==> src/rtl/thc_pkg.sv <==
// Package for the twelve-hour clock: types, codes and reset constants.
`default_nettype none
package thc_pkg;

  localparam int ElapsedBits = 16;
  localparam int CfgDataW    = 10;
  localparam int CfgIdxW     = 3;

  typedef logic [ElapsedBits-1:0] elapsed_t;

  localparam elapsed_t ElapsedMax = {ElapsedBits{1'b1}};

  localparam logic [7:0] TicksReset     = 8'd18;
  localparam logic [9:0] StopOnKey      = 10'd999;
  localparam logic [4:0] StartHourReset = 5'd12;
  localparam logic [4:0] MidnightHour   = 5'd24;
  localparam logic [4:0] NoonHour       = 5'd12;
  localparam logic [3:0] HourTop        = 4'd12;
  localparam logic [5:0] MinSecTop      = 6'd59;

  typedef enum logic {
    OpStart = 1'b0,
    OpTick  = 1'b1
  } op_e;

  typedef enum logic [CfgIdxW-1:0] {
    CfgTicksPerSecond = 3'd0,
    CfgTimeoutSeconds = 3'd1,
    CfgStartHour      = 3'd2,
    CfgStartMinute    = 3'd3,
    CfgStartSecond    = 3'd4
  } cfg_idx_e;

endpackage
`default_nettype wire

==> src/rtl/thc_if.sv <==
// Valid/ready channel interfaces for the clock's input and result words.
`default_nettype none
interface thc_in_if;
  logic valid;
  logic ready;
  logic operation;
  logic key_hit;

  modport source (output valid, output operation, output key_hit, input ready);
  modport sink   (input valid, input operation, input key_hit, output ready);
endinterface

interface thc_out_if;
  logic       valid;
  logic       ready;
  logic [3:0] hour_value;
  logic [5:0] minute_value;
  logic [5:0] second_value;
  logic       is_pm;
  logic [15:0] elapsed_seconds;
  logic       second_passed;
  logic       running;

  modport source (output valid, output hour_value, output minute_value, output second_value,
                  output is_pm, output elapsed_seconds, output second_passed,
                  output running, input ready);
  modport sink   (input valid, input hour_value, input minute_value, input second_value,
                  input is_pm, input elapsed_seconds, input second_passed,
                  input running, output ready);
endinterface
`default_nettype wire

==> src/rtl/twelve_hour_clock_with_timeout.sv <==
// Top level: twelve-hour time-of-day clock with prescaler and timeout.
//
//   channel | dir | handshake     | word
//   in_i    | in  | valid/ready   | operation, key_hit
//   out_o   | out | valid/ready   | hour, minute, second, pm, elapsed, passed, running
//   cfg     | in  | cfg_we_i only | cfg_index_i, cfg_data_i
//
// One word per cycle while out_o is not stalled: the counter update is a single pass
// of increments and compares from the state registers into the result register.
// Each word shows up on out_o in the cycle after it is accepted.
// in_i.ready is high while the result register is empty or being taken.
// Reset loads the configuration defaults and leaves the clock stopped at 12:00:00 AM.
`default_nettype none
module twelve_hour_clock_with_timeout (
  input  wire logic                        clk_i,
  input  wire logic                        rst_ni,
  input  wire logic                        cfg_we_i,
  input  wire logic [thc_pkg::CfgIdxW-1:0]  cfg_index_i,
  input  wire logic [thc_pkg::CfgDataW-1:0] cfg_data_i,
  thc_in_if.sink                           in_i,
  thc_out_if.source                        out_o
);

  // Configuration registers.
  logic [7:0] tps_q;
  logic [9:0] timeout_q;
  logic [4:0] start_hour_q;
  logic [5:0] start_minute_q;
  logic [5:0] start_second_q;

  // Clock state.
  logic [7:0]        tick_q, tick_d;
  logic [3:0]        hour_q, hour_d;
  logic [5:0]        minute_q, minute_d;
  logic [5:0]        second_q, second_d;
  logic              pm_q, pm_d;
  thc_pkg::elapsed_t elapsed_q, elapsed_d;
  logic              run_q, run_d;
  logic              passed_d;

  // Result register.
  logic        out_valid_q;
  logic [3:0]  out_hour_q;
  logic [5:0]  out_minute_q;
  logic [5:0]  out_second_q;
  logic        out_pm_q;
  logic [15:0] out_elapsed_q;
  logic        out_passed_q;
  logic        out_run_q;

  logic in_acc;
  logic [thc_pkg::ElapsedBits+15:0] elapsed_wide;

  assign in_i.ready = !out_valid_q || out_o.ready;
  assign in_acc     = in_i.valid && in_i.ready;

  always_ff @(posedge clk_i or negedge rst_ni) begin
    if (!rst_ni) begin
      tps_q          <= thc_pkg::TicksReset;
      timeout_q      <= thc_pkg::StopOnKey;
      start_hour_q   <= thc_pkg::StartHourReset;
      start_minute_q <= '0;
      start_second_q <= '0;
    end else if (cfg_we_i) begin
      case (cfg_index_i)
        thc_pkg::CfgTicksPerSecond: tps_q          <= cfg_data_i[7:0];
        thc_pkg::CfgTimeoutSeconds: timeout_q      <= cfg_data_i[9:0];
        thc_pkg::CfgStartHour:      start_hour_q   <= cfg_data_i[4:0];
        thc_pkg::CfgStartMinute:    start_minute_q <= cfg_data_i[5:0];
        thc_pkg::CfgStartSecond:    start_second_q <= cfg_data_i[5:0];
        default: ;
      endcase
    end
  end

  always_comb begin
    logic       pending;
    logic [7:0] tick_inc;
    thc_pkg::elapsed_t timeout_ext;

    tick_d      = tick_q;
    hour_d      = hour_q;
    minute_d    = minute_q;
    second_d    = second_q;
    pm_d        = pm_q;
    elapsed_d   = elapsed_q;
    run_d       = run_q;
    passed_d    = 1'b0;
    pending     = 1'b0;
    tick_inc    = tick_q + 8'd1;
    timeout_ext = thc_pkg::ElapsedBits'(timeout_q);

    if (in_i.operation == thc_pkg::OpStart) begin
      // Convert the 24-hour start hour; zero and 24 both mean midnight.
      pm_d = 1'b0;
      if (start_hour_q == 5'd0 || start_hour_q == thc_pkg::MidnightHour) begin
        hour_d = thc_pkg::HourTop;
      end else if (start_hour_q > thc_pkg::MidnightHour) begin
        hour_d = 4'(start_hour_q - thc_pkg::MidnightHour);
      end else if (start_hour_q >= thc_pkg::NoonHour) begin
        pm_d   = 1'b1;
        hour_d = (start_hour_q == thc_pkg::NoonHour) ? thc_pkg::HourTop
                                                     : 4'(start_hour_q - thc_pkg::NoonHour);
      end else begin
        hour_d = start_hour_q[3:0];
      end
      minute_d  = (start_minute_q > thc_pkg::MinSecTop) ? thc_pkg::MinSecTop : start_minute_q;
      second_d  = (start_second_q > thc_pkg::MinSecTop) ? thc_pkg::MinSecTop : start_second_q;
      tick_d    = '0;
      elapsed_d = '0;
      run_d     = (timeout_q != 10'd0);
    end else if (run_q) begin
      tick_d = tick_inc;
      if (tick_inc >= tps_q) begin
        tick_d  = '0;
        pending = 1'b1;
      end
      // A key stops the clock but still lets an expiring second count;
      // an already reached timeout stops it and drops the second.
      if (timeout_q == thc_pkg::StopOnKey) begin
        if (in_i.key_hit) begin
          run_d = 1'b0;
        end
      end else if (elapsed_q >= timeout_ext) begin
        run_d   = 1'b0;
        pending = 1'b0;
      end
      if (pending) begin
        passed_d = 1'b1;
        if (second_q >= thc_pkg::MinSecTop) begin
          second_d = '0;
          if (minute_q >= thc_pkg::MinSecTop) begin
            minute_d = '0;
            hour_d   = (hour_q >= thc_pkg::HourTop) ? 4'd1 : hour_q + 4'd1;
            if (hour_q == thc_pkg::HourTop - 4'd1) begin
              pm_d = !pm_q;
            end
          end else begin
            minute_d = minute_q + 6'd1;
          end
        end else begin
          second_d = second_q + 6'd1;
        end
        if (elapsed_q != thc_pkg::ElapsedMax) begin
          elapsed_d = elapsed_q + thc_pkg::ElapsedBits'(1);
        end
        if (timeout_q != thc_pkg::StopOnKey && elapsed_d >= timeout_ext) begin
          run_d = 1'b0;
        end
      end
    end
  end

  assign elapsed_wide = {16'd0, elapsed_d};

  always_ff @(posedge clk_i or negedge rst_ni) begin
    if (!rst_ni) begin
      tick_q      <= '0;
      hour_q      <= thc_pkg::HourTop;
      minute_q    <= '0;
      second_q    <= '0;
      pm_q        <= 1'b0;
      elapsed_q   <= '0;
      run_q       <= 1'b0;
      out_valid_q <= 1'b0;
    end else begin
      if (in_acc) begin
        tick_q    <= tick_d;
        hour_q    <= hour_d;
        minute_q  <= minute_d;
        second_q  <= second_d;
        pm_q      <= pm_d;
        elapsed_q <= elapsed_d;
        run_q     <= run_d;
      end
      if (in_acc) begin
        out_valid_q <= 1'b1;
      end else if (out_o.ready) begin
        out_valid_q <= 1'b0;
      end
    end
  end

  always_ff @(posedge clk_i) begin
    if (in_acc) begin
      out_hour_q    <= hour_d;
      out_minute_q  <= minute_d;
      out_second_q  <= second_d;
      out_pm_q      <= pm_d;
      out_elapsed_q <= elapsed_wide[15:0];
      out_passed_q  <= passed_d;
      out_run_q     <= run_d;
    end
  end

  assign out_o.valid           = out_valid_q;
  assign out_o.hour_value      = out_hour_q;
  assign out_o.minute_value    = out_minute_q;
  assign out_o.second_value    = out_second_q;
  assign out_o.is_pm           = out_pm_q;
  assign out_o.elapsed_seconds = out_elapsed_q;
  assign out_o.second_passed   = out_passed_q;
  assign out_o.running         = out_run_q;

`ifndef SYNTHESIS
  a_start_no_second: assert property (@(posedge clk_i) disable iff (!rst_ni)
    in_acc && in_i.operation == thc_pkg::OpStart |=> out_o.valid && !out_o.second_passed)
    else $error("start word reported a passed second");

  a_stopped_frozen: assert property (@(posedge clk_i) disable iff (!rst_ni)
    in_acc && in_i.operation == thc_pkg::OpTick && !run_q |=>
      !out_o.second_passed && $stable(hour_q) && $stable(second_q) && $stable(elapsed_q))
    else $error("stopped clock advanced");

  a_hour_range: assert property (@(posedge clk_i) disable iff (!rst_ni)
    hour_q != 4'd0 && hour_q <= thc_pkg::HourTop)
    else $error("hour out of range");

  a_min_sec_range: assert property (@(posedge clk_i) disable iff (!rst_ni)
    minute_q <= thc_pkg::MinSecTop && second_q <= thc_pkg::MinSecTop)
    else $error("minute or second out of range");

  // A tick or a start with a zero timeout can stop a running clock.
  a_stop_on_word: assert property (@(posedge clk_i) disable iff (!rst_ni)
    $fell(run_q) |-> $past(in_acc))
    else $error("clock stopped without an accepted word");
`endif

endmodule
`default_nettype wire

==> src/flat_wrapper.sv <==
// flat-port wrapper written by rule: the top's interface ports become plain ports
module twelve_hour_clock_with_timeout_flat 
  (clk_i, rst_ni, cfg_we_i, cfg_index_i, cfg_data_i, in_i_valid, in_i_operation, in_i_key_hit, in_i_ready, out_o_valid, out_o_hour_value, out_o_minute_value, out_o_second_value, out_o_is_pm, out_o_elapsed_seconds, out_o_second_passed, out_o_running, out_o_ready);
  thc_in_if in_i_i ();
  thc_out_if out_o_i ();
  input  wire logic clk_i;
  input  wire logic rst_ni;
  input  wire logic cfg_we_i;
  input  wire logic [thc_pkg::CfgIdxW-1:0] cfg_index_i;
  input  wire logic [thc_pkg::CfgDataW-1:0] cfg_data_i;
  input wire logic [$bits(in_i_i.valid)-1:0] in_i_valid;
  input wire logic [$bits(in_i_i.operation)-1:0] in_i_operation;
  input wire logic [$bits(in_i_i.key_hit)-1:0] in_i_key_hit;
  output wire logic [$bits(in_i_i.ready)-1:0] in_i_ready;
  output wire logic [$bits(out_o_i.valid)-1:0] out_o_valid;
  output wire logic [$bits(out_o_i.hour_value)-1:0] out_o_hour_value;
  output wire logic [$bits(out_o_i.minute_value)-1:0] out_o_minute_value;
  output wire logic [$bits(out_o_i.second_value)-1:0] out_o_second_value;
  output wire logic [$bits(out_o_i.is_pm)-1:0] out_o_is_pm;
  output wire logic [$bits(out_o_i.elapsed_seconds)-1:0] out_o_elapsed_seconds;
  output wire logic [$bits(out_o_i.second_passed)-1:0] out_o_second_passed;
  output wire logic [$bits(out_o_i.running)-1:0] out_o_running;
  input wire logic [$bits(out_o_i.ready)-1:0] out_o_ready;
  assign in_i_i.valid = in_i_valid;
  assign in_i_i.operation = in_i_operation;
  assign in_i_i.key_hit = in_i_key_hit;
  assign in_i_ready = in_i_i.ready;
  assign out_o_valid = out_o_i.valid;
  assign out_o_hour_value = out_o_i.hour_value;
  assign out_o_minute_value = out_o_i.minute_value;
  assign out_o_second_value = out_o_i.second_value;
  assign out_o_is_pm = out_o_i.is_pm;
  assign out_o_elapsed_seconds = out_o_i.elapsed_seconds;
  assign out_o_second_passed = out_o_i.second_passed;
  assign out_o_running = out_o_i.running;
  assign out_o_i.ready = out_o_ready;
  twelve_hour_clock_with_timeout u_core (.clk_i(clk_i), .rst_ni(rst_ni), .cfg_we_i(cfg_we_i), .cfg_index_i(cfg_index_i), .cfg_data_i(cfg_data_i), .in_i(in_i_i), .out_o(out_o_i));
endmodule
==> config.mk <==
export PLATFORM = sky130hd
export DESIGN_NAME = twelve_hour_clock_with_timeout_flat
export DESIGN_NICKNAME = d
export VERILOG_FILES = /design/src/rtl/thc_pkg.sv /design/src/rtl/thc_if.sv /design/src/rtl/twelve_hour_clock_with_timeout.sv /design/src/flat_wrapper.sv
export SDC_FILE = /design/constraint.sdc
export NUM_CORES = 1
export LEC_CHECK = 0
export BUFFER_PORTS_ARGS = -buffer_cell sky130_fd_sc_hd__buf_2
export CAP_MARGIN = 15
export CORE_MARGIN = 5
export CORE_UTILIZATION = 40
export DETAILED_ROUTE_END_ITERATION = 8
export GPL_ROUTABILITY_DRIVEN = 0
export PLACE_DENSITY_LB_ADDON = 0.25
export SYNTH_ARGS = -nofsm -noshare
export SYNTH_HDL_FRONTEND = slang
export SYNTH_SLANG_ARGS = --single-unit
==> constraint.sdc <==
create_clock -name clk_i -period 3.95 [get_ports clk_i]
set_input_delay 0.5925 -clock clk_i [delete_from_list [all_inputs] [get_ports clk_i]]
set_output_delay 0.5925 -clock clk_i [all_outputs]
set_load 0.03 [all_outputs]
# Word level (Yosys, flattened, before mapping)
# Index checks and enable logic that the tools add are counted.
# classes
n_addsub,7
order_cmp,10
eq_ne,11
muxes,55
n_reduce_logical,17
# op_table
op,count
2-to-1 mux 16 bit,7
2-to-1 mux 6 bit,11
2-to-1 mux 4 bit,10
greater-or-equal comparator 16 x 10 -> 1 bit,2
2-to-1 mux 1 bit,24
2-to-1 mux 8 bit,3
adder 16 x 1 -> 16 bit (second input constant),1
!= test 16 bit (second input constant),1
AND reduction 2 bit,7
adder 6 x 1 -> 6 bit (second input constant),2
greater-or-equal comparator 6 bit (second input constant),2
> comparator 6 bit (second input constant),2
equality test 10 bit (second input constant),1
!= test 10 bit (second input constant),1
nonzero test 10 bit,1
adder 8 x 1 -> 8 bit (second input constant),1
greater-or-equal comparator 8 bit,1
subtractor 4 bit (second input constant),2
equality test 3 x 2 -> 1 bit (second input constant),2
equality test 5 x 4 -> 1 bit (second input constant),1
equality test 5 bit (second input constant),1
greater-or-equal comparator 5 x 4 -> 1 bit (second input constant),1
> comparator 5 bit (second input constant),1
logical NOT 5 bit,1
11 further kinds,14
# totals
ff_bits,113
input_bits,20
output_inout_bits,37
elab_cells,120

# Depth between registers and ports, before layout
# Gate-level depths: netlist (run 1).
# logic_depth
word_depth,16
mapped_depth,14
depth_no_buf,12

# Least setup slack after synthesis (run 1)
# OpenSTA, ideal clock, no wires.
# synth_timing
path_type,input -> register
startpoint,input out_o_ready
endpoint,register u_core.elapsed_q[10]
arrival_time_ps,2964
required_ps,3857
setup_slack_ps,893
path_stages,7
path_buffers,2
path_cell_list,nand2b_1 > nand2_1 > inv_1 > clkbuf_1 > clkbuf_1 > a31oi_1 > a21oi_1
# synth_between
elab_chain_cells,2
# synth_rtl
element,line_no,text
start: declaration,flat_wrapper.sv:23,input wire logic [$bits(out_o_i.ready)-1:0] out_o_ready;
logical OR 1 bit,twelve_hour_clock_with_timeout.sv:54,assign in_i.ready = !out_valid_q || out_o.ready;
logical AND 1 bit,twelve_hour_clock_with_timeout.sv:55,assign in_acc = in_i.valid && in_i.ready;
via u_core.in_acc,twelve_hour_clock_with_timeout.sv:51,logic in_acc;
end signal: assignment,twelve_hour_clock_with_timeout.sv:173,elapsed_q <= elapsed_d;
end: declaration,twelve_hour_clock_with_timeout.sv:37,"thc_pkg::elapsed_t elapsed_q, elapsed_d;"
# The timed path passes the listed nets, and every way through them passes these cells.
# A chain may end at the register's enable or synchronous reset.

# Final worst setup path (run 1)
# layout_timing
startpoint,register u_core.elapsed_q[1]
endpoint,register u_core.out_run_q (netlist: u_core.out_o.running) (data pin)
# layout_between
elab_chain_cells,11
# layout_rtl
element,line_no,text
adder 16 x 1 -> 16 bit / != test 16 bit (equally long branches),"twelve_hour_clock_with_timeout.sv:145, twelve_hour_clock_with_timeout.sv:144",
2-to-1 mux 16 bit,twelve_hour_clock_with_timeout.sv:144,if (elapsed_q != thc_pkg::ElapsedMax) begin
2-to-1 mux 16 bit,twelve_hour_clock_with_timeout.sv:128,if (pending) begin
2-to-1 mux 16 bit,twelve_hour_clock_with_timeout.sv:112,end else if (run_q) begin
2-to-1 mux 16 bit,twelve_hour_clock_with_timeout.sv:93,if (in_i.operation == thc_pkg::OpStart) begin
greater-or-equal comparator 16 x 10 -> 1 bit,twelve_hour_clock_with_timeout.sv:147,if (timeout_q != thc_pkg::StopOnKey && elapsed_d >= timeout_ext) begin
logical AND 1 bit,twelve_hour_clock_with_timeout.sv:147,
2-to-1 mux 1 bit,twelve_hour_clock_with_timeout.sv:147,
2-to-1 mux 1 bit (*),twelve_hour_clock_with_timeout.sv:128,
2-to-1 mux 1 bit (*),twelve_hour_clock_with_timeout.sv:112,
2-to-1 mux 1 bit (*),twelve_hour_clock_with_timeout.sv:93,
via u_core.run_d,twelve_hour_clock_with_timeout.sv:38,"logic run_q, run_d;"
end signal: assignment,twelve_hour_clock_with_timeout.sv:192,out_run_q <= run_d;
end: declaration,twelve_hour_clock_with_timeout.sv:49,logic out_run_q;
# The timed path passes the listed nets; every way through them passes the cells marked *. The select of a mux whose other input is x is not followed.

==> flow_summary.yaml, run 1 <==
status:
  status: "finished, final reports clean"
yosys:
  yosysTopAreaCell: "dfrtp_1"
  ys_types: 87
  synth-main-ff-cell: "dfrtp_1"
  ys_seq_area_share_pct: 43.3
  ys_async_sr_fraction_pct: 69.0
  synth_top_area_share_pct: 22.9
  synth_seq_cells: 113
  syn_nets: 779
  synth_common_cells: "nand2_1 (75), dfrtp_1 (64), nor2_1 (44)"
  yosys_warnings: 0
  synth_area_um2: 6980
  synth-edff-count: 35
  syn_inst: 723
  yosysMostFrequentCell: "nand2_1"
  syn_area_per_cell_um2: 9.66
  synthTopCellsByArea: "dfrtp_1 (23%), edfxtp_1 (15%), ha_1 (6.5%), dfstp_2 (5.3%), nand2_1 (4.0%)"
sta:
  fin_tns_setup_ps: 0
  max-slew-margin-rel_pct: 30.7
  period_share_pct: 89.3
  worst_slew_pin_slew_ps: 1040
  hold_violations: 0
  slew_viol_final: 0
  setup_viol: 0
  max_freq_mhz: 283
  rsz0062_at_grt: "false"
  finalClockSkew_ps: 11.7
  finalCriticalPeriod_ps: 3530
power_and_ir_drop:
  power.density_nw_per_um2: 540
  vdd.ir_drop.worst_uv: 313
  p_leak_nw: 3.28
cts:
  clk_latency_ps: 420
  cts-buffers-inserted: 17
  root_buffer: "clkbuf_16"
  cts_buffer_depth: 2
  post_cts_buffers: 0
  cts-resized-gates: 0
  cts.sinks: 113
  clk_pin_slew_ps: 60
  htreeDepth: 4
  tritoncts: "built"
  cts_hold_buf: 0
worst_setup_path:
  worstReg2RegStart: "u_core.elapsed_q[1]$_DFFE_PN0P_"
  r2r_cells: 12
  cp-start-kind: "flop"
  critical_path_class: "flop to flop"
  cp_data_required_time_ps: 4220
  end_kind: "flop"
  cp.buffers_inverters: 0
  max_stage_delay_ps: 470
  cpMaxStageDelayCell: "dfrtp_1"
  cpMostUsedCell: "ha_1"
  crit_fanout: 8
  r2r_end: "u_core.out_o.running$_DFFE_PP_"
  rrSetupSlack_ps: 420
  path_cells: "ha_1 -> and3_1 -> and4_1 -> and3_4 -> nor4_2 -> xor2_1 -> ha_1 -> a21oi_1 -> nor2b_1 -> a2111oi_0 -> nand4_1 -> o21ai_1"
  critPathTopFamily: "simple AND/OR/NAND/NOR gates"
  critPathArrivalTime_ps: 3790
layout:
  nNetsFinal: 827
  layout.cells.non_filler: 1009
  layout-drive-gt1-share_pct: 19.1
  nFillCells: 1622
  diodes: 0
  area_growth_pct: 15.6
job:
  drv_cap: 0
floorplanning:
  core_um2: 17200
  initial_core_util_pct: 40.5
  row_count: 48
  dieArea_um2: 20200
  chipHeight_um: 142
  io_pins: 57
  die_w_um: 142
global_routing:
  grtUsageMet2_pct: 29.9
  grt_usage_pct: 19.6
  gr-usage-met3_pct: 4.91
  antenna_found_initial: 0
  use_met1_pct: 26.9
  grt_pass1_vias: 5892
  grt_overflow_total: 0
  grt_pass1_wl_um: 31400
  grt_max_degree: 79
  busiest_layer: "met2"
route:
  firstDrtPassIters: 6
  drc: 0
  routedWlPerCell_um: 19.0
  vias: 6092
  wl_um: 19200
  drtIter0Drc: 502
  antenna_left: 0
  viasPerCell: 6.04
placement:
  io_buffers: 56
  dp_hpwl_um: 13900
  place_inst: 976
min_path:
  hp-class: "input pin to async pin"
-- cell type report --
type,count,area (um2),area share (%)
repair buffers,68,373,4.62
multi-input cells,536,3660,45.4
clock inverters,13,168,2.08
flip-flops and latches,113,3020,37.4
inverters,35,131,1.63
well taps,225,282,3.49
clock buffers,19,433,5.36
-- how the worst max path moves through the flow --
stage | from | end | cells after the start | slack (ps)
floorplan | out_o_ready | u_core.elapsed_q[10]$_DFFE_PN0P_ | 7 | 890
global placement | u_core.elapsed_q[0]$_DFFE_PN0P_ | u_core.out_o.running$_DFFE_PP_ | 12 | 610
detailed placement | u_core.elapsed_q[0]$_DFFE_PN0P_ | u_core.out_o.running$_DFFE_PP_ | 12 | 500
CTS | u_core.elapsed_q[0]$_DFFE_PN0P_ | u_core.out_o.running$_DFFE_PP_ | 12 | 500
global route | u_core.elapsed_q[1]$_DFFE_PN0P_ | u_core.out_o.running$_DFFE_PP_ | 12 | 160
finish | u_core.elapsed_q[1]$_DFFE_PN0P_ | u_core.out_o.running$_DFFE_PP_ | 12 | 420
-- state kept, by name, indices dropped and copies added (netlist names), 6 cells and up --
name                          count
u_core.out_o.elapsed_seconds     16
u_core.start_minute_q             6
u_core.start_second_q             6
u_core.timeout_q                 10
u_core.minute_q                   6
u_core.tick_q                     8
u_core.second_q                   6
u_core.out_o.minute_value         6
u_core.out_o.second_value         6
u_core.tps_q                      8
u_core.elapsed_q                 16
-- where the power goes --
part	internal (W)	switching [W]
logic	0.000441	0.000697
clock network	0.00104	0.000530
registers	0.00143	0.000218
-- through the flow --
step / instance area, um2 / power [W] / setup slack [ps] / util (%) / hold WS, ps
5_1_grt: 8070 / 0.00460 / 157 / 46.8 / 388
4_1_cts: 8060 / 0.00438 / 502 / 46.8 / 371
2_1_floorplan: 6980 / 0.00246 / 893 / - / 297
3_3_place_gp: 7460 / 0.00274 / 612 / 43.3 / 486
6_report: 8070 / 0.00436 / 423 / 46.8 / 359
3_5_place_dp: 7460 / 0.00279 / 499 / 43.3 / 492
-- worst register-to-register path, stage by stage (launching register included) --
cell	delay (ps)
dfrtp_1	470
ha_1	300
and3_1	290
and4_1	290
and3_4	240
nor4_2	360
xor2_1	120
ha_1	210
a21oi_1	130
nor2b_1	70
a2111oi_0	440
nand4_1	270
o21ai_1	200
-- cells by family after synthesis --
| group | synth area share (%) |
|---|---|
| flops | 43.3 |
| buf+inv | 4.28 |
| simple gates | 18.7 |
| compound gates | 20.6 |
| xor+xnor | 1.88 |
| mux | 4.66 |
| fa+ha+maj | 6.59 |
-- metal layers --
| metal | part of all wire (%) | wire (um) | vias up |
|---|---|---|---|
| met3 | 7.7 | 1480 | 51 |
| met2 | 45 | 8680 | 278 |
| met1 | 44 | 8550 | 2933 |
| met5 | 0 | 0 | - |
| li1 | - | - | 2830 |
| met4 | 2.7 | 510 | 0 |
-- cell usage in the layout (no fill, tap or decap), drive strengths merged, types with 20 or more instances in the layout --
cell type / n
inv: 35
nand2: 75
o21ai: 47
a21oi: 38
nor2: 44
buf: 68
ha: 36
nand3: 37
dfrtp: 64
mux2: 20
edfxtp: 35
Power figures use the tool's default switching activity.
==> run 2: changes to the inputs <==
Settings changed: ABC_AREA set to 1.
==> run 2 against run 1 <==
  * Sequential share of layout area grew 1.1 points
  * Clock power is essentially flat
  * Via count shrank 8.7%
  * Clock skew shrank 0.79 ps
  * Routed wire length shrank 15%
  * Largest cell class unchanged
  * Combinational power grew 9.6%
==> flow_summary.yaml, run 2 <==
route:
  wl_um: 16400
  routedWlPerCell_um: 14.4
  vias: 5565
  viasPerCell: 4.89
  drtIter0Drc: 411
  antenna_left: 0
  drc: 0
  firstDrtPassIters: 5
yosys:
  ys_types: 48
  ys_seq_area_share_pct: 44.9
  synth_area_um2: 6730
  yosys_warnings: 0
  synth-edff-count: 35
  syn_nets: 901
  ys_async_sr_fraction_pct: 69.0
  synthTopCellsByArea: "dfrtp_1 (24%), edfxtp_1 (16%), nand2_1 (14%), inv_1 (6.8%), ha_1 (6.7%)"
  yosysTopAreaCell: "dfrtp_1"
  syn_area_per_cell_um2: 7.97
  syn_inst: 845
  synth_common_cells: "nand2_1 (257), inv_1 (122), dfrtp_1 (64)"
  synth_seq_cells: 113
  synth_top_area_share_pct: 23.8
  synth-main-ff-cell: "dfrtp_1"
  yosysMostFrequentCell: "nand2_1"
global_routing:
  grt_usage_pct: 17.4
  grt_max_degree: 59
  grt_pass1_wl_um: 27400
  antenna_found_initial: 0
  grt_pass1_vias: 5279
  grt_overflow_total: 0
layout:
  nFillCells: 1595
  diodes: 0
  layout-drive-gt1-share_pct: 16.1
  design_area_um2: 7850
  nNetsFinal: 961
  final_common_cell: "nand2_1"
  area_growth_pct: 16.6
  final_cell_mix: "nand2_1 (257), inv_1 (122), dfrtp_1 (64), o21ai_0 (59), buf_2 (55)"
floorplanning:
  die_w_um: 140
  initial_core_util_pct: 40.7
  chipHeight_um: 140
  dieArea_um2: 19500
  core_um2: 16500
  row_count: 47
  io_pins: 57
sta:
  period_share_pct: 78.1
  fin_tns_setup_ps: 0
  finalCriticalPeriod_ps: 3080
  worst_slew_pin_slew_ps: 789
  hold_violations: 0
  finalClockSkew_ps: 10.9
  rsz0062_at_grt: "false"
  setup_viol: 0
  hold_slack_ps: 255
  max-slew-margin-rel_pct: 47.4
  slew_viol_final: 0
  max_freq_mhz: 324
  layout_setup_ws_ps: 866
power_and_ir_drop:
  p_leak_nw: 4.03
  power.density_nw_per_um2: 572
  vdd.ir_drop.worst_uv: 324
cts:
  tritoncts: "built"
  post_cts_buffers: 0
  cts.sinks: 113
  cts_hold_buf: 0
  root_buffer: "clkbuf_16"
  htreeDepth: 4
  cts-buffers-inserted: 17
  cts_buffer_depth: 2
  clk_pin_slew_ps: 60
  clk_latency_ps: 420
  cts-resized-gates: 0
worst_setup_path:
  r2r_end: "u_core.out_o.elapsed_seconds[7]$_DFFE_PP_"
  endpoint: "u_core.out_o.elapsed_seconds[7]$_DFFE_PP_"
  cp-start-kind: "flop"
  critical_path_class: "flop to flop"
  r2r_cells: 15
  worstReg2RegStart: "u_core.tick_q[0]$_DFFE_PN0P_"
  critPathArrivalTime_ps: 3250
  end_kind: "flop"
  crit_fanout: 26
  startpoint: "u_core.tick_q[0]$_DFFE_PN0P_"
  cp_data_required_time_ps: 4110
  rrSetupSlack_ps: 870
placement:
  dp_hpwl_um: 11700
  place_ws_ps: 889
  io_buffers: 56
  placedInstanceArea_um2: 7220
job:
  drv_cap: 0
status:
  status: "finished, final reports clean"
min_path:
  hp-class: "input pin to async pin"
run 2: through the flow:
step | total power (W) | cells | utilization, %
after floorplan | 0.00257 | 845 | -
after global placement | 0.00290 | 1106 | 43.7
after detailed placement | 0.00292 | 1106 | 43.7
after CTS | 0.00453 | 1138 | 47.5
after global routing | 0.00479 | 1138 | 47.5
final | 0.00449 | 1138 | 47.5
run 2: critical path, cell delays in order, from the launching register on:
cell      delay (ps)
dfrtp_1          420
nand3_1          150
nor3_1           270
nand2_1          100
xor2_1           170
inv_1             60
ha_1             290
nand2_1           70
nor2_1           130
nand4_1          110
nand3_2          230
nand2_4          120
nor2_8           370
nand3_1          120
o211ai_1         140
inv_1             70
run 2: how the worst min path moves through the flow:
stage	depth (start not counted)	to	slack, ps
final	1	u_core.elapsed_q[11]$_DFFE_PN0P_	250
after global routing	1	u_core.elapsed_q[4]$_DFFE_PN0P_	320
after CTS	1	u_core.elapsed_q[11]$_DFFE_PN0P_	290
after detailed placement	2	u_core.start_minute_q[1]$_DFFE_PN0P_	470
after global placement	2	u_core.start_minute_q[1]$_DFFE_PN0P_	460
after floorplan	0	u_core.elapsed_q[0]$_DFFE_PN0P_	300
run 2: power breakdown:
group / switching (W) / total (W) / internal [W]
combinational: 0.000839 / 0.00125 / 0.000406
sequential: 0.000198 / 0.00166 / 0.00146
clock: 0.000541 / 0.00159 / 0.00104
run 2: logic make-up after synthesis:
kind of cell / count (synthesis) / synth area share [%]
AO/OA/AOI/OAI: 114 / 9.55
XOR/XNOR: 10 / 1.30
adder cells (fa/ha/maj): 36 / 6.69
buffers and inverters: 152 / 8.94
flip-flops: 113 / 44.9
AND/OR/NAND/NOR: 420 / 28.7
run 2: routing by layer:
layer  wire length (um)  track usage, %  vias up
met2               7030            25.6      124
met4                252            6.17        0
met3                717            3.50       19
met1               8380            25.6     2551
li1                   -               -     2871
met5                  0               0        -
run 2: cell type report:
cell class | instances | area [um2] | share of cell area, %
Multi-Input combinational cell | 580 | 3110 | 39.6
Clock inverter | 6 | 62.6 | 0.797
Sequential cell | 113 | 3020 | 38.5
Timing Repair Buffer | 61 | 320 | 4.08
Inverter | 132 | 497 | 6.33
Clock buffer | 26 | 563 | 7.17
Tap cell | 220 | 275 | 3.51
==> run 3: changes to the inputs <==
Clock period 3.95 ns to 2.95 ns, I/O delays scaled along.
==> run 3 against run 2 <==
  * Non-clock buffer count increased by 30
  * Sequential cell count unchanged
  * Clock skew decreased by 0.87 ps
  * Clock power increased by 21%
  * Critical path type unchanged
==> flow_summary.yaml, run 3 (same netlist as run 2, synthesis figures left out) <==
worst_setup_path:
  critical_path_class: "flop to flop"
  end_kind: "flop"
  crit_fanout: 6
  cpMostUsedCell: "buf_6"
  cp_data_required_time_ps: 3120
  cp-start-kind: "flop"
  critPathTopFamily: "simple AND/OR/NAND/NOR gates"
  max_stage_delay_ps: 430
  r2r_cells: 15
  critPathArrivalTime_ps: 3010
  cp_num_cells: 15
  cp.buffers_inverters: 4
  path_cells: "nand3_2 -> nor3_2 -> nand2_1 -> xor2_2 -> inv_2 -> ha_4 -> a21oi_2 -> o21a_1 -> nand3_4 -> nand2_8 -> nor2_4 -> buf_6 -> buf_6 -> o211ai_1 -> inv_1"
  cpMaxStageDelayCell: "dfrtp_1"
  rrSetupSlack_ps: 110
  endpoint: "u_core.out_o.elapsed_seconds[5]$_DFFE_PP_"
  startpoint: "u_core.tick_q[0]$_DFFE_PN0P_"
  worstReg2RegStart: "u_core.tick_q[0]$_DFFE_PN0P_"
  r2r_end: "u_core.out_o.elapsed_seconds[5]$_DFFE_PP_"
cts:
  cts_buffer_depth: 2
  cts-buffers-inserted: 17
  clk_pin_slew_ps: 60
  htreeDepth: 4
  tritoncts: "built"
  root_buffer: "clkbuf_16"
  cts_hold_buf: 0
  clk_latency_ps: 430
  cts.sinks: 113
sta:
  rsz0062_at_grt: "true"
  period_share_pct: 96.2
  max_freq_mhz: 352
  hold_slack_ps: 42.2
  layout_setup_ws_ps: 111
  finalCriticalPeriod_ps: 2840
  hold_violations: 0
  setup_viol: 0
  finalClockSkew_ps: 10.0
  worst_slew_pin_slew_ps: 614
  max-slew-margin-rel_pct: 59.0
  slew_viol_final: 0
route:
  drc: 0
  firstDrtPassIters: 6
  wl_um: 17300
  viasPerCell: 4.98
  routedWlPerCell_um: 14.8
  antenna_left: 0
  drtIter0Drc: 565
  vias: 5825
global_routing:
  grt_overflow_total: 0
  grt_usage_pct: 17.5
  grt_pass1_vias: 5412
  grt_max_degree: 44
  antenna_found_initial: 0
  grt_pass1_wl_um: 27700
power_and_ir_drop:
  power_w: 0.00604
  internal-power_w: 0.00378
  clkPwrFrac_pct: 32.0
  p_leak_nw: 4.17
  vdd.ir_drop.worst_uv: 463
  power_switching_w: 0.00225
  switching_share_pct: 37.3
  power.density_nw_per_um2: 736
  seqPwrFrac_pct: 36.6
  pwr-share-comb_pct: 31.4
placement:
  placedInstanceArea_um2: 7420
  io_buffers: 56
  dp_hpwl_um: 12200
  place_ws_ps: 103
floorplanning:
  row_count: 47
  dieArea_um2: 19500
  chipHeight_um: 140
  initial_core_util_pct: 40.7
  io_pins: 57
  core_um2: 16500
  die_w_um: 140
job:
  drv_cap: 0
layout:
  nFillCells: 1640
  final_cell_mix: "nand2_1 (252), inv_1 (119), dfrtp_1 (64), o21ai_0 (57), buf_2 (55)"
  area_growth_pct: 21.8
  diodes: 0
  design_area_um2: 8200
  nNetsFinal: 993
  layout-drive-gt1-share_pct: 21.7
  final_common_cell: "nand2_1"
status:
  status: "finished, final reports clean"
min_path:
  hp-class: "input pin to async pin"
==> run 3: power groups by stage <==
stage / clock network, W / registers (W) / logic [W]
2_1_floorplan: 0 / 0.00229 / 0.00116
3_3_place_gp: 0 / 0.00221 / 0.00174
3_5_place_dp: 0 / 0.00222 / 0.00176
4_1_cts: 0.00196 / 0.00219 / 0.00177
5_1_grt: 0.00204 / 0.00225 / 0.00216
6_report: 0.00193 / 0.00221 / 0.00190
==> run 3: per-layer routing <==
metal	routed length [um]	track usage (%)	vias to the layer above
li1	-	-	2944
met1	8550	25.5	2718
met2	7710	26.1	139
met3	782	3.46	24
met4	286	6.17	0
met5	0	0	-
==> run 3: worst min path at each step <==
stage                                           endpoint  slack (ps)
finish                   u_core.elapsed_q[3]$_DFFE_PN0P_          40
global route             u_core.elapsed_q[7]$_DFFE_PN0P_          80
CTS                      u_core.elapsed_q[3]$_DFFE_PN0P_          50
detailed placement  u_core.start_minute_q[1]$_DFFE_PN0P_         470
global placement    u_core.start_minute_q[1]$_DFFE_PN0P_         460
floorplan                u_core.elapsed_q[0]$_DFFE_PN0P_         150
==> run 3: per-stage QoR <==
step	TNS [ps]	std cells	util, %
final	0	1170	49.6
after global routing	-2850	1170	49.6
after CTS	0	1163	48.3
after detailed placement	0	1131	44.9
after global placement	0	1131	44.9
after floorplan	0	845	-
==> run 3: cell type report <==
class / instances / area (um2) / area share (%)
inverters: 132 / 503 / 6.13
clock inverters: 11 / 75.1 / 0.915
clock buffers: 21 / 482 / 5.87
multi-input cells: 582 / 3280 / 40.1
flip-flops and latches: 113 / 3020 / 36.8
repair buffers: 91 / 561 / 6.84
well taps: 220 / 275 / 3.36
==> run 3: repair_timing <==
item                                    in CTS  in global routing
endpoints found under the setup margin       0                 71
endpoints found under the hold margin        0                  0
buffers inserted                             0                  7
gates resized for setup                      0                 40
